## src/hdl/sbe_pkg.sv

```systemverilog
// Shared types, opcodes and constants of the stack bytecode executor.
package sbe_pkg;

  localparam int unsigned STACK_DEPTH_DEF = 32;

  localparam logic [7:0] OP_STATUS = 8'h00;
  localparam logic [7:0] OP_INPUT  = 8'h01;
  localparam logic [7:0] OP_RANDOM = 8'h02;
  localparam logic [7:0] OP_TIME   = 8'h05;
  localparam logic [7:0] OP_PLAY   = 8'h0A;
  localparam logic [7:0] OP_DROP   = 8'h20;
  localparam logic [7:0] OP_DUP    = 8'h21;
  localparam logic [7:0] OP_PUSH   = 8'h22;
  localparam logic [7:0] OP_SWAP   = 8'h23;
  localparam logic [7:0] OP_ROT    = 8'h24;
  localparam logic [7:0] OP_OVER   = 8'h25;
  localparam logic [7:0] OP_LOAD   = 8'h26;
  localparam logic [7:0] OP_LOADN  = 8'h27;
  localparam logic [7:0] OP_STOR   = 8'h28;
  localparam logic [7:0] OP_STORN  = 8'h29;
  localparam logic [7:0] OP_ADD    = 8'h30;
  localparam logic [7:0] OP_SUB    = 8'h31;
  localparam logic [7:0] OP_MUL    = 8'h32;
  localparam logic [7:0] OP_DIV    = 8'h33;
  localparam logic [7:0] OP_AND    = 8'h35;
  localparam logic [7:0] OP_OR     = 8'h36;
  localparam logic [7:0] OP_XOR    = 8'h37;
  localparam logic [7:0] OP_NOT    = 8'h38;
  localparam logic [7:0] OP_LNOT   = 8'h3A;
  localparam logic [7:0] OP_LAND   = 8'h3B;
  localparam logic [7:0] OP_CALL   = 8'h70;
  localparam logic [7:0] OP_RET    = 8'h71;
  localparam logic [7:0] OP_JMP    = 8'h80;
  localparam logic [7:0] OP_JEQ    = 8'h81;
  localparam logic [7:0] OP_JGE    = 8'h86;
  localparam logic [7:0] OP_JREL   = 8'h90;
  localparam logic [7:0] OP_RJEQ   = 8'h91;
  localparam logic [7:0] OP_RJGE   = 8'h96;

  localparam logic [7:0] CMP_MASK = 8'h07;
  localparam logic [2:0] CMP_EQ = 3'd1;
  localparam logic [2:0] CMP_NE = 3'd2;
  localparam logic [2:0] CMP_LT = 3'd3;
  localparam logic [2:0] CMP_LE = 3'd4;
  localparam logic [2:0] CMP_GT = 3'd5;
  localparam logic [2:0] CMP_GE = 3'd6;

  localparam logic [15:0] DIV_ZERO_Q = 16'hFFFF;

  typedef struct packed {
    logic [7:0]  opcode;
    logic [15:0] operand_word;
    logic [15:0] second_word;
    logic        audio_busy;
    logic [7:0]  input_lines;
    logic [15:0] time_ms;
    logic [15:0] random_value;
  } in_t;

  typedef struct packed {
    logic [15:0] next_pc;
    logic        play_request;
    logic [15:0] play_asset;
    logic [15:0] top_value;
    logic        stack_error;
  } out_t;

  // Instruction length in bytes by opcode
  function automatic logic [2:0] op_len(input logic [7:0] op);
    logic [2:0] len;
    len = 3'd1;
    if (op == OP_RANDOM) len = 3'd5;
    else if (op == OP_LOADN || op == OP_STORN) len = 3'd2;
    else if (op == OP_PUSH || op == OP_CALL || op == OP_JMP || op == OP_JREL) len = 3'd3;
    else if (op inside {[OP_JEQ:OP_JGE], [OP_RJEQ:OP_RJGE]}) len = 3'd3;
    return len;
  endfunction

endpackage

```

## src/hdl/stack_bytecode_executor_top.sv

```systemverilog
// Stack bytecode executor: sequencer around the stack RAM and the divider.
//
// One input transaction carries one instruction (opcode, operand bytes) plus
// the sampled status inputs; one output transaction returns the next fetch
// address, a play request, the top of stack and a stack error flag.
// Items are executed one at a time: in_ready is high only while the
// sequencer waits for an instruction.
// Sequencing, set by the single read port of the stack RAM: four operand
// reads, an execute step, up to three write-backs and a top-of-stack read,
// one RAM access per step; a divide by a nonzero divisor also waits for
// the bit-serial divider.
// Reset: program counter and stack pointer clear, every stack entry reads
// as zero through per-entry valid bits; no clearing pass is needed.
// Stall: a result waits in the output register; the next instruction may be
// accepted meanwhile, and its result holds back until the register frees.
module stack_bytecode_executor_top import sbe_pkg::*; #(
  parameter int unsigned STACK_DEPTH = STACK_DEPTH_DEF
) (
  input  logic clk,
  input  logic rst_n,
  input  logic in_valid,
  output logic in_ready,
  input  in_t  in_data,
  output logic out_valid,
  input  logic out_ready,
  output out_t out_data
);

  localparam int unsigned AW  = $clog2(STACK_DEPTH);
  localparam int unsigned SPW = $clog2(STACK_DEPTH + 1);
  localparam logic [SPW-1:0] SP_MAX  = SPW'(STACK_DEPTH);
  localparam logic [15:0]    IDX_MAX = 16'(STACK_DEPTH);

  typedef enum logic [3:0] {
    S_IDLE, S_RA, S_RB, S_RC, S_RX, S_RXW, S_DIV, S_EXEC,
    S_W0, S_W1, S_W2, S_TOP, S_TOPC
  } state_t;

  state_t         state_r;
  in_t            it_r;
  logic [15:0]    pc_r;
  logic [SPW-1:0] sp_r;
  logic [15:0]    a_r, b_r, c_r, x_r;
  logic [2:0]     wen_r;
  logic [AW-1:0]  wadr_r [3];
  logic [15:0]    wdat_r [3];
  logic           play_r, err_r;
  logic [15:0]    asset_r;
  logic           out_valid_r;
  out_t           out_r;

  logic           mem_we;
  logic [AW-1:0]  mem_waddr, mem_raddr;
  logic [15:0]    mem_wdata, mem_rdata;
  logic           div_start, div_done;
  logic [15:0]    div_q;

  // Map a stack position to a RAM index, parking anything out of range at zero
  function automatic logic [AW-1:0] sp_idx(input logic [SPW-1:0] v);
    return (v < SP_MAX) ? v[AW-1:0] : '0;
  endfunction

  function automatic logic [AW-1:0] val_idx(input logic [15:0] v);
    return (v < IDX_MAX) ? v[AW-1:0] : '0;
  endfunction

  sbe_stack_mem #(.DEPTH(STACK_DEPTH), .AW(AW)) u_mem (
    .clk   (clk),
    .rst_n (rst_n),
    .we    (mem_we),
    .waddr (mem_waddr),
    .wdata (mem_wdata),
    .raddr (mem_raddr),
    .rdata (mem_rdata)
  );

  sbe_divider u_div (
    .clk      (clk),
    .rst_n    (rst_n),
    .start    (div_start),
    .dividend (b_r),
    .divisor  (a_r),
    .done     (div_done),
    .quotient (div_q)
  );

  logic [15:0] nidx;
  assign nidx = {8'h00, it_r.operand_word[15:8]};

  // Select the read address for each sequencing step
  always_comb begin
    case (state_r)
      S_RA:          mem_raddr = sp_idx(sp_r - SPW'(1));
      S_RB:          mem_raddr = sp_idx(sp_r - SPW'(2));
      S_RC:          mem_raddr = sp_idx(sp_r - SPW'(3));
      S_RX:          mem_raddr = (it_r.opcode == OP_LOAD) ? val_idx(a_r) : val_idx(nidx);
      S_TOP, S_TOPC: mem_raddr = sp_idx(sp_r - SPW'(1));
      default:       mem_raddr = '0;
    endcase
  end

  // Drive one queued write-back per write state
  always_comb begin
    mem_we    = 1'b0;
    mem_waddr = wadr_r[0];
    mem_wdata = wdat_r[0];
    case (state_r)
      S_W0: begin
        mem_we = wen_r[0]; mem_waddr = wadr_r[0]; mem_wdata = wdat_r[0];
      end
      S_W1: begin
        mem_we = wen_r[1]; mem_waddr = wadr_r[1]; mem_wdata = wdat_r[1];
      end
      S_W2: begin
        mem_we = wen_r[2]; mem_waddr = wadr_r[2]; mem_wdata = wdat_r[2];
      end
      default: ;
    endcase
  end

  assign div_start = (state_r == S_RXW) && (it_r.opcode == OP_DIV) && (a_r != '0);

  // Execute the instruction on the fetched operands
  logic [15:0]    after, npc, asset, alu;
  logic [31:0]    prod;
  logic [SPW-1:0] nsp;
  logic           err, play, ok1, ok2, ok3, room, cond;
  logic [2:0]     we;
  logic [AW-1:0]  wa [3];
  logic [15:0]    wd [3];

  always_comb begin
    after = pc_r + 16'(op_len(it_r.opcode));
    npc   = after;
    nsp   = sp_r;
    err   = 1'b0;
    play  = 1'b0;
    asset = '0;
    we    = '0;
    for (int i = 0; i < 3; i++) begin
      wa[i] = '0;
      wd[i] = '0;
    end
    ok1  = sp_r >= SPW'(1);
    ok2  = sp_r >= SPW'(2);
    ok3  = sp_r >= SPW'(3);
    room = sp_r < SP_MAX;
    prod = a_r * b_r;
    case (it_r.opcode)
      OP_ADD:  alu = b_r + a_r;
      OP_SUB:  alu = b_r - a_r;
      OP_MUL:  alu = prod[15:0];
      OP_DIV:  alu = (a_r == '0) ? DIV_ZERO_Q : div_q;
      OP_AND:  alu = b_r & a_r;
      OP_OR:   alu = b_r | a_r;
      OP_XOR:  alu = b_r ^ a_r;
      default: alu = {15'd0, (b_r != '0) && (a_r != '0)};
    endcase
    case (3'(it_r.opcode & CMP_MASK))
      CMP_EQ:  cond = a_r == b_r;
      CMP_NE:  cond = a_r != b_r;
      CMP_LT:  cond = a_r < b_r;
      CMP_LE:  cond = a_r <= b_r;
      CMP_GT:  cond = a_r > b_r;
      CMP_GE:  cond = a_r >= b_r;
      default: cond = 1'b0;
    endcase
    case (it_r.opcode)
      OP_STATUS, OP_INPUT, OP_RANDOM, OP_TIME, OP_PUSH, OP_CALL: begin
        if (room) begin
          we[0] = 1'b1;
          wa[0] = sp_idx(sp_r);
          nsp   = sp_r + SPW'(1);
          case (it_r.opcode)
            OP_STATUS: wd[0] = {15'd0, it_r.audio_busy};
            OP_INPUT:  wd[0] = {8'd0, it_r.input_lines};
            OP_RANDOM: wd[0] = it_r.random_value;
            OP_TIME:   wd[0] = it_r.time_ms;
            OP_PUSH:   wd[0] = it_r.operand_word;
            default: begin
              wd[0] = after;
              npc   = it_r.operand_word;
            end
          endcase
        end else err = 1'b1;
      end
      OP_PLAY: begin
        if (ok1) begin
          asset = a_r; play = 1'b1; nsp = sp_r - SPW'(1);
        end else err = 1'b1;
      end
      OP_DROP: begin
        if (ok1) nsp = sp_r - SPW'(1); else err = 1'b1;
      end
      OP_DUP, OP_OVER: begin
        if ((it_r.opcode == OP_DUP ? ok1 : ok2) && room) begin
          we[0] = 1'b1; wa[0] = sp_idx(sp_r);
          wd[0] = (it_r.opcode == OP_DUP) ? a_r : b_r;
          nsp   = sp_r + SPW'(1);
        end else err = 1'b1;
      end
      OP_SWAP: begin
        if (ok2) begin
          we = 3'b011;
          wa[0] = sp_idx(sp_r - SPW'(1)); wd[0] = b_r;
          wa[1] = sp_idx(sp_r - SPW'(2)); wd[1] = a_r;
        end else err = 1'b1;
      end
      OP_ROT: begin
        if (ok3) begin
          we = 3'b111;
          wa[0] = sp_idx(sp_r - SPW'(2)); wd[0] = c_r;
          wa[1] = sp_idx(sp_r - SPW'(3)); wd[1] = a_r;
          wa[2] = sp_idx(sp_r - SPW'(1)); wd[2] = b_r;
        end else err = 1'b1;
      end
      OP_LOAD: begin
        if (ok1 && a_r < IDX_MAX) begin
          we[0] = 1'b1; wa[0] = sp_idx(sp_r - SPW'(1)); wd[0] = x_r;
        end else err = 1'b1;
      end
      OP_LOADN: begin
        if (room && nidx < IDX_MAX) begin
          we[0] = 1'b1; wa[0] = sp_idx(sp_r); wd[0] = x_r;
          nsp   = sp_r + SPW'(1);
        end else err = 1'b1;
      end
      OP_STOR: begin
        if (ok2 && b_r < IDX_MAX) begin
          we[0] = 1'b1; wa[0] = val_idx(b_r); wd[0] = a_r;
          nsp   = sp_r - SPW'(2);
        end else err = 1'b1;
      end
      OP_STORN: begin
        if (ok1 && nidx < IDX_MAX) begin
          we[0] = 1'b1; wa[0] = val_idx(nidx); wd[0] = a_r;
          nsp   = sp_r - SPW'(1);
        end else err = 1'b1;
      end
      OP_ADD, OP_SUB, OP_MUL, OP_DIV, OP_AND, OP_OR, OP_XOR, OP_LAND: begin
        if (ok2) begin
          we[0] = 1'b1; wa[0] = sp_idx(sp_r - SPW'(2)); wd[0] = alu;
          nsp   = sp_r - SPW'(1);
        end else err = 1'b1;
      end
      OP_NOT, OP_LNOT: begin
        if (ok1) begin
          we[0] = 1'b1; wa[0] = sp_idx(sp_r - SPW'(1));
          wd[0] = (it_r.opcode == OP_NOT) ? ~a_r : {15'd0, a_r == '0};
        end else err = 1'b1;
      end
      OP_RET: begin
        if (ok1) begin
          npc = a_r; nsp = sp_r - SPW'(1);
        end else err = 1'b1;
      end
      OP_JMP:  npc = it_r.operand_word;
      OP_JREL: npc = after + it_r.operand_word;
      default: begin
        if (it_r.opcode inside {[OP_JEQ:OP_JGE], [OP_RJEQ:OP_RJGE]}) begin
          if (ok2) begin
            nsp = sp_r - SPW'(2);
            if (cond) begin
              npc = (it_r.opcode < OP_JREL) ? it_r.operand_word
                                            : after + it_r.operand_word;
            end
          end else err = 1'b1;
        end
      end
    endcase
  end

  assign in_ready  = (state_r == S_IDLE);
  assign out_valid = out_valid_r;
  assign out_data  = out_r;

  // Sequencer: state, architectural registers and the output register
  always_ff @(posedge clk) begin
    if (!rst_n) begin
      state_r     <= S_IDLE;
      pc_r        <= '0;
      sp_r        <= '0;
      out_valid_r <= 1'b0;
      wen_r       <= '0;
    end else begin
      if (out_valid_r && out_ready && state_r != S_TOPC) out_valid_r <= 1'b0;
      case (state_r)
        S_IDLE: begin
          if (in_valid) begin
            it_r    <= in_data;
            state_r <= S_RA;
          end
        end
        S_RA:  state_r <= S_RB;
        S_RB: begin
          a_r <= mem_rdata; state_r <= S_RC;
        end
        S_RC: begin
          b_r <= mem_rdata; state_r <= S_RX;
        end
        S_RX: begin
          c_r <= mem_rdata; state_r <= S_RXW;
        end
        S_RXW: begin
          x_r     <= mem_rdata;
          state_r <= div_start ? S_DIV : S_EXEC;
        end
        S_DIV: if (div_done) state_r <= S_EXEC;
        S_EXEC: begin
          wen_r   <= we;
          wadr_r  <= wa;
          wdat_r  <= wd;
          pc_r    <= npc;
          sp_r    <= nsp;
          play_r  <= play;
          asset_r <= asset;
          err_r   <= err;
          state_r <= S_W0;
        end
        S_W0:  state_r <= S_W1;
        S_W1:  state_r <= S_W2;
        S_W2:  state_r <= S_TOP;
        S_TOP: state_r <= S_TOPC;
        S_TOPC: begin
          if (!out_valid_r || out_ready) begin
            out_valid_r        <= 1'b1;
            out_r.next_pc      <= pc_r;
            out_r.play_request <= play_r;
            out_r.play_asset   <= asset_r;
            out_r.top_value    <= (sp_r != '0) ? mem_rdata : '0;
            out_r.stack_error  <= err_r;
            state_r            <= S_IDLE;
          end
        end
        default: state_r <= S_IDLE;
      endcase
    end
  end

endmodule

```

## src/hdl/sbe_stack_mem.sv

```systemverilog
// Stack store: synchronous RAM with per-entry valid bits that read as zero after reset.
module sbe_stack_mem import sbe_pkg::*; #(
  parameter int unsigned DEPTH = STACK_DEPTH_DEF,
  parameter int unsigned AW    = $clog2(DEPTH)
) (
  input  logic          clk,
  input  logic          rst_n,
  input  logic          we,
  input  logic [AW-1:0] waddr,
  input  logic [15:0]   wdata,
  input  logic [AW-1:0] raddr,
  output logic [15:0]   rdata
);

  logic [15:0]      mem [DEPTH];
  logic [DEPTH-1:0] vld_r;
  logic             rd_vld_r;
  logic [15:0]      rd_q_r;

  // Track written entries
  always_ff @(posedge clk) begin
    if (!rst_n) begin
      vld_r    <= '0;
      rd_vld_r <= 1'b0;
    end else begin
      if (we) vld_r[waddr] <= 1'b1;
      rd_vld_r <= vld_r[raddr];
    end
  end

  // Write and registered read
  always_ff @(posedge clk) begin
    if (we) mem[waddr] <= wdata;
    rd_q_r <= mem[raddr];
  end

  assign rdata = rd_vld_r ? rd_q_r : '0;

endmodule

```

## src/hdl/sbe_divider.sv

```systemverilog
// Restoring 16-bit divider, one quotient bit per cycle.
module sbe_divider import sbe_pkg::*; (
  input  logic        clk,
  input  logic        rst_n,
  input  logic        start,
  input  logic [15:0] dividend,
  input  logic [15:0] divisor,
  output logic        done,
  output logic [15:0] quotient
);

  logic        run_r;
  logic        done_r;
  logic [4:0]  cnt_r;
  logic [15:0] q_r;
  logic [15:0] rem_r;
  logic [15:0] dvs_r;
  logic [16:0] trial;
  logic        qbit;

  // Shift in the next dividend bit and try a subtract
  always_comb begin
    trial = {rem_r, q_r[15]};
    qbit  = (trial >= {1'b0, dvs_r});
  end

  always_ff @(posedge clk) begin
    if (!rst_n) begin
      run_r  <= 1'b0;
      done_r <= 1'b0;
      cnt_r  <= '0;
    end else begin
      done_r <= 1'b0;
      if (start) begin
        run_r <= 1'b1;
        cnt_r <= 5'd16;
      end else if (run_r) begin
        cnt_r <= cnt_r - 5'd1;
        if (cnt_r == 5'd1) begin
          run_r  <= 1'b0;
          done_r <= 1'b1;
        end
      end
    end
  end

  always_ff @(posedge clk) begin
    if (start) begin
      q_r   <= dividend;
      rem_r <= '0;
      dvs_r <= divisor;
    end else if (run_r) begin
      q_r   <= {q_r[14:0], qbit};
      rem_r <= qbit ? 16'(trial - {1'b0, dvs_r}) : trial[15:0];
    end
  end

  assign done     = done_r;
  assign quotient = q_r;

endmodule

```

## config.mk

```make
export PLATFORM = sky130hd
export DESIGN_NAME = stack_bytecode_executor_top
export DESIGN_NICKNAME = d
export VERILOG_FILES = /design/src/hdl/sbe_pkg.sv /design/src/hdl/stack_bytecode_executor_top.sv /design/src/hdl/sbe_stack_mem.sv /design/src/hdl/sbe_divider.sv
export SDC_FILE = /design/constraint.sdc
export NUM_CORES = 2
export LEC_CHECK = 0
export ABC_AREA = 1
export BUFFER_PORTS_ARGS = -buffer_cell sky130_fd_sc_hd__buf_2
export CAP_MARGIN = 10
export CORE_ASPECT_RATIO = 0.8
export CORE_MARGIN = 2
export CORE_UTILIZATION = 30
export DETAILED_ROUTE_END_ITERATION = 16
export GPL_TIMING_DRIVEN = 0
export HOLD_SLACK_MARGIN = 0.05
export PLACE_DENSITY = 0.52
export SYNTH_ARGS = -nofsm -noshare
export SYNTH_HDL_FRONTEND = slang
export SYNTH_SLANG_ARGS = --single-unit
```

## constraint.sdc

```tcl
create_clock -name clk -period 15.2 [get_ports clk]
set_clock_uncertainty 0.1 [all_clocks]
set_input_delay 1.52 -clock clk [delete_from_list [all_inputs] [get_ports clk]]
set_output_delay 1.52 -clock clk [all_outputs]
set_load 0.05 [all_outputs]
```

After elaboration in Yosys (flattened, before gate mapping) --
Memory sizes are Yosys's and may differ from the RTL's. A register that Yosys moved wholly into a read port is not among the register bits. Cells that the tools add are included.
Storage, ports and cells: bits in registers 378, RAM bits 512, bits of input ports 85, word-level logic and storage cells 306, memories 1
Memory list:
- u_mem.mem | depth 32, bits a word 16, rd ports 1, clocked after Yosys merged registers in 1, write ports 1, RTL line sbe_stack_mem.sv:15 | logic [15:0] mem [DEPTH];
Operators by class: $add $sub $neg 10, multipliers 1, order comparisons 23, equality and inequality tests 60, mux-type cells 111, bitwise operators 8, reduce and logical (&&, ||, !) cells 54
Operators by type and width (count):
- $mux W16 | 22
- $eq A8 B6 Y1 const B | 20
- $pmux W16 S10 | 1
- $pmux W16 S5 | 2
- $pmux W16 S7 | 1
- $mux W5 | 17
- $pmux W16 S2 | 2
- $mux W6 | 9
- $pmux W4 S13 | 1
- $pmux W5 S10 | 1
- $mux W48 | 1
- $pmux W6 S8 | 1
- $add A16 B16 Y16 | 2
- $lt A16 B6 Y1 const B | 2
- $mux W32 | 1
- $or A32 B32 Y32 | 1
- $reduce_bool A16 Y1 | 2
- $sub A16 B16 Y16 | 2
- $mux W1 | 31
- $lt A6 B6 Y1 const B | 4
- $eq A4 B4 Y1 const B | 5
- $pmux W1 S10 | 2
- $pmux W5 S2 | 2
- $pmux W5 S4 | 1
- 73 further kinds | 134

Depth between registers and ports, before layout --
word-level depth 14, depth in mapped cells 31, depth with buffers taken out 30

Cells and area by module --
A second synthesis with hierarchy kept.
Second synthesis, totals: cells, all modules 5214, area total of the unflattened synthesis 47973.5 um^2
By module, submodules not included:
- sbe_stack_mem | instances 1, cells an instance 1987, area an instance 22447.8 um^2
- stack_bytecode_executor_top | instances 1, cells an instance 2782, area an instance 22136.2 um^2
- sbe_divider | instances 1, cells an instance 445, area an instance 3389.5 um^2

Worst setup path before layout --
No wires, ideal clock.
path kind input to register, from in rst_n, to reg asset_r[0] (enable), arrival 5.177 ns, data required time 14.579 ns, path slack 9.402 ns, stages 3, cells stage by stage inv_2 clkbuf_1 nor2_1
Between the ends: longest elaborated chain between the ends 1
RTL lines:
- start, declared | RTL line stack_bytecode_executor_top.sv:20 | input logic rst_n,
- $reduce_and A2 Y1 (no line)
- end signal, assigned | RTL line stack_bytecode_executor_top.sv:316 | asset_r <= asset;
- end, declared | RTL line stack_bytecode_executor_top.sv:48 | logic [15:0] asset_r;
Every way passes these cells. A chain may end at the register's enable or synchronous reset.

==> results.json <==
{
  "synth_edf_count": 804,
  "startpoint": "b_r[1]",
  "r2r-start": "b_r[1]",
  "dp_cells": 7581,
  "clock_latency_ns": 0.73,
  "fin_crit_ns": 6.870,
  "grt_pass1_wl_mm": 256.5,
  "fin_nets": 5864,
  "drt_iter0_markers": 4539,
  "drc_errors": 0,
  "ys_warn_count": 0,
  "fp.dieW_um": 453.5,
  "n_fill_cell": 16421,
  "holdWs_ns": 0.3173,
  "ys_seq_elements": 906,
  "setup-tns-final_ns": 0,
  "num_rows": 131,
  "cts-root-buf": "clkbuf_16",
  "whs_path_depth": 0,
  "die-area_sq_mm": 0.1649,
  "dpl_cell_area_sq_mm": 0.05292,
  "clock.fmax_ghz": 0.1456,
  "clock_sinks": 906,
  "vias": 38870,
  "synthArstFlopShare_pct": 0,
  "slowest_delay_ns": 0.59,
  "wirelength_mm": 177.7,
  "slew_violations": 0,
  "crit_path_end_kind": "register",
  "coreArea_sq_mm": 0.1600,
  "r2r_cells": 26,
  "synth_seq_area_share_pct": 54.00,
  "pre_cts_ws_ns": 8.257,
  "syn_nets": 5589,
  "io_buffer_count": 120,
  "worstMarginPinSlew_ns": 1.148,
  "first_global_vias": 36915,
  "final_area_sq_mm": 0.05626,
  "synth_cells": 5277,
  "status": "finished clean",
  "p_int_mw": 4.287,
  "crit_fanout": 10,
  "io_pins": 137,
  "instances_no_fill": 7764,
  "avgSynthCellArea_sq_um": 9.189,
  "layout-drive-gt1-share_pct": 10.42,
  "die_h_um": 363.6,
  "cts_buffers": 96,
  "yosysTopAreaCell": "edfxtp_1",
  "p_leak_nw": 23.39,
  "hpwl_mm": 133.3,
  "p_sw_share_pct": 23.90,
  "antenna_left": 0,
  "r2r_end": "wdat_r[47]",
  "synth_area_leaders": "edfxtp_1 (50%), nand2_1 (11%), inv_1 (6.1%)",
  "start_util_pct": 30.31,
  "yosysTopAreaCellShare_pct": 49.79,
  "clockPowerShare_pct": 44.3,
  "grt_max_degree": 35,
  "synthDistinctLibCells": 67,
  "cts_buffer_depth": 3,
  "criticalPathCategory": "register to register",
  "p_switching_mw": 1.347,
  "setup_viol_count_final": 0,
  "area_growth_pct": 16.03,
  "rsz0062_at_grt": "no",
  "grt_antenna_before_repair": 1,
  "seqPwrFrac_pct": 48.1,
  "rrSetupSlack_ns": 8.33,
  "grt_remaining_overflow": 0,
  "cts_setup_buffers": 0,
  "tritoncts": "built",
  "fin_ws_ns": 8.330,
  "wl_per_cell_um": 22.89,
  "start_kind": "register",
  "worstPathRequired_ns": 15.57,
  "dr.pass1.iters": 8,
  "ctsHoldBuffers": 0,
  "ir_worst_vdd_uv": 93.74,
  "grt_use_total_pct": 21.22,
  "crit_path_end": "wdat_r[47]",
  "clk_pin_slew_worst_paths_ns": 0.07,
  "hold_violations": 0,
  "slew_headroom_pct": 23.04,
  "cp_data_arrival_time_ns": 7.24,
  "min-delay-path-class": "register to register",
  "cts_resized": 0,
  "synth_ff_type": "edfxtp_1",
  "finalCritPeriodShare_pct": 45.19,
  "gp_congestion": 0.9976,
  "worst_path_max_delay_cell": "fa_1",
  "maxCapViolations": 0,
  "powerDensity_mw_per_mm2": 100.1,
  "netlist_area_sq_mm": 0.04849,
  "power_frac_comb_pct": 7.6,
  "htreeDepth": 3,
  "viasPerCell": 5.006,
  "cp_common_cell": "nand2_1"
}
==> placed cells by master, fill, tap and decap left out, drive strengths merged, types with 143 or more instances in the layout <==
| cell type | Yosys | routed |
|---|---|---|
| clkbuf | 103 | 230 |
| o21ai | 163 | 163 |
| nand2 | 1418 | 1418 |
| nor2 | 378 | 378 |
| nand3 | 497 | 497 |
| o211ai | 170 | 170 |
| edfxtp | 804 | 804 |
| ha | 143 | 143 |
| a21oi | 156 | 156 |
| buf | 112 | 289 |
| inv | 811 | 816 |
==> power groups by stage <==
stage	clock, mW	combinational [mW]	sequential [mW]
floorplan	0	0.291	2.75
global placement	0	0.419	2.77
detailed placement	0	0.426	2.76
CTS	2.54	0.428	2.71
global route	2.63	0.486	2.71
finish	2.50	0.428	2.71
==> cell usage after synthesis (12+ instances only) <==
cell type	instances
a21oi_1	156
a221oi_1	16
buf_2	77
buf_4	21
clkbuf_1	102
dfxtp_1	102
edfxtp_1	804
fa_1	84
ha_1	143
inv_1	783
inv_2	28
nand2_1	1405
nand3_1	492
nand3b_1	18
nand4_1	38
nor2_1	357
nor3_1	43
o2111ai_1	17
o211ai_1	170
o21ai_0	142
o21ai_1	17
o21bai_1	13
o221ai_1	12
o22ai_1	23
or2_2	33
xnor2_1	22
xor2_1	34
==> routing by layer <==
| metal | vias up | global-route usage (%) | share of wire, % |
|---|---|---|---|
| met3 | 258 | 4.242 | 8.5 |
| met4 | 0 | 6.664 | 3.1 |
| met1 | 18864 | 30.57 | 45 |
| met2 | 1668 | 31.83 | 43 |
| li1 | 18080 | - | - |
| met5 | - | 0 | 0 |
==> through the flow <==
step                power [mW]  util [%]
global route             5.826     35.16
finish                   5.634     35.17
CTS                      5.678     35.16
floorplan                3.045         -
detailed placement       3.189     33.08
global placement         3.185     32.35
==> how the worst min path moves through the flow <==
stage / slack (ns) / startpoint / to
2_1_floorplan: 0.30 / err_r / out_data[0]
3_3_place_gp: 0.30 / asset_r[8] / out_data[25]
3_5_place_dp: 0.30 / err_r / out_data[0]
4_1_cts: 0.32 / asset_r[0] / out_data[17]
5_1_grt: 0.33 / err_r / out_data[0]
6_report: 0.32 / asset_r[0] / out_data[17]
==> cells by family (layout without fill, tap and decap cells) <==
| kind of cell | count (synthesis) | after routing | synth area share (%) |
|---|---|---|---|
| compound gates | 617 | 617 | 8.035 |
| fa+ha+maj | 227 | 227 | 7.158 |
| xor+xnor | 57 | 57 | 1.045 |
| buf+inv | 1031 | 1387 | 8.425 |
| flops | 906 | 906 | 54.00 |
| mux | 1 | 1 | 0.02064 |
| simple gates | 2438 | 2438 | 21.31 |
| other cells | 0 | 3 | 0 |
==> area by class of cell <==
cell class	count	area, sq um	area share [%]
Sequential cell	906	26190	46.54
Multi-Input combinational cell	3340	18400	32.71
Inverter	816	3064	5.446
Tap cell	2128	2663	4.732
Clock buffer	127	2620	4.657
Timing Repair Buffer	177	1590	2.827
Buffer	215	1021	1.815
Clock inverter	52	706.9	1.257
Antenna cell	3	7.507	0.01334
==> state kept, by name (all words and copies together), names as in the netlist, 32 cells and up <==
register     cells
u_mem.vld_r     32
out_data        50
wdat_r          48
u_mem.mem      512
it_r            65
==> worst max-delay path, delay by kind of cell (launching register included) <==
kind | cells | cell delay (ns)
buffers and inverters | 6 | 1.10
adders and majority gates | 7 | 3.47
DFF | 1 | 0.44
AOI/OAI and AO/OA | 1 | 0.10
and+or+nand+nor | 12 | 1.39
(Power assumes the default switching activity.)
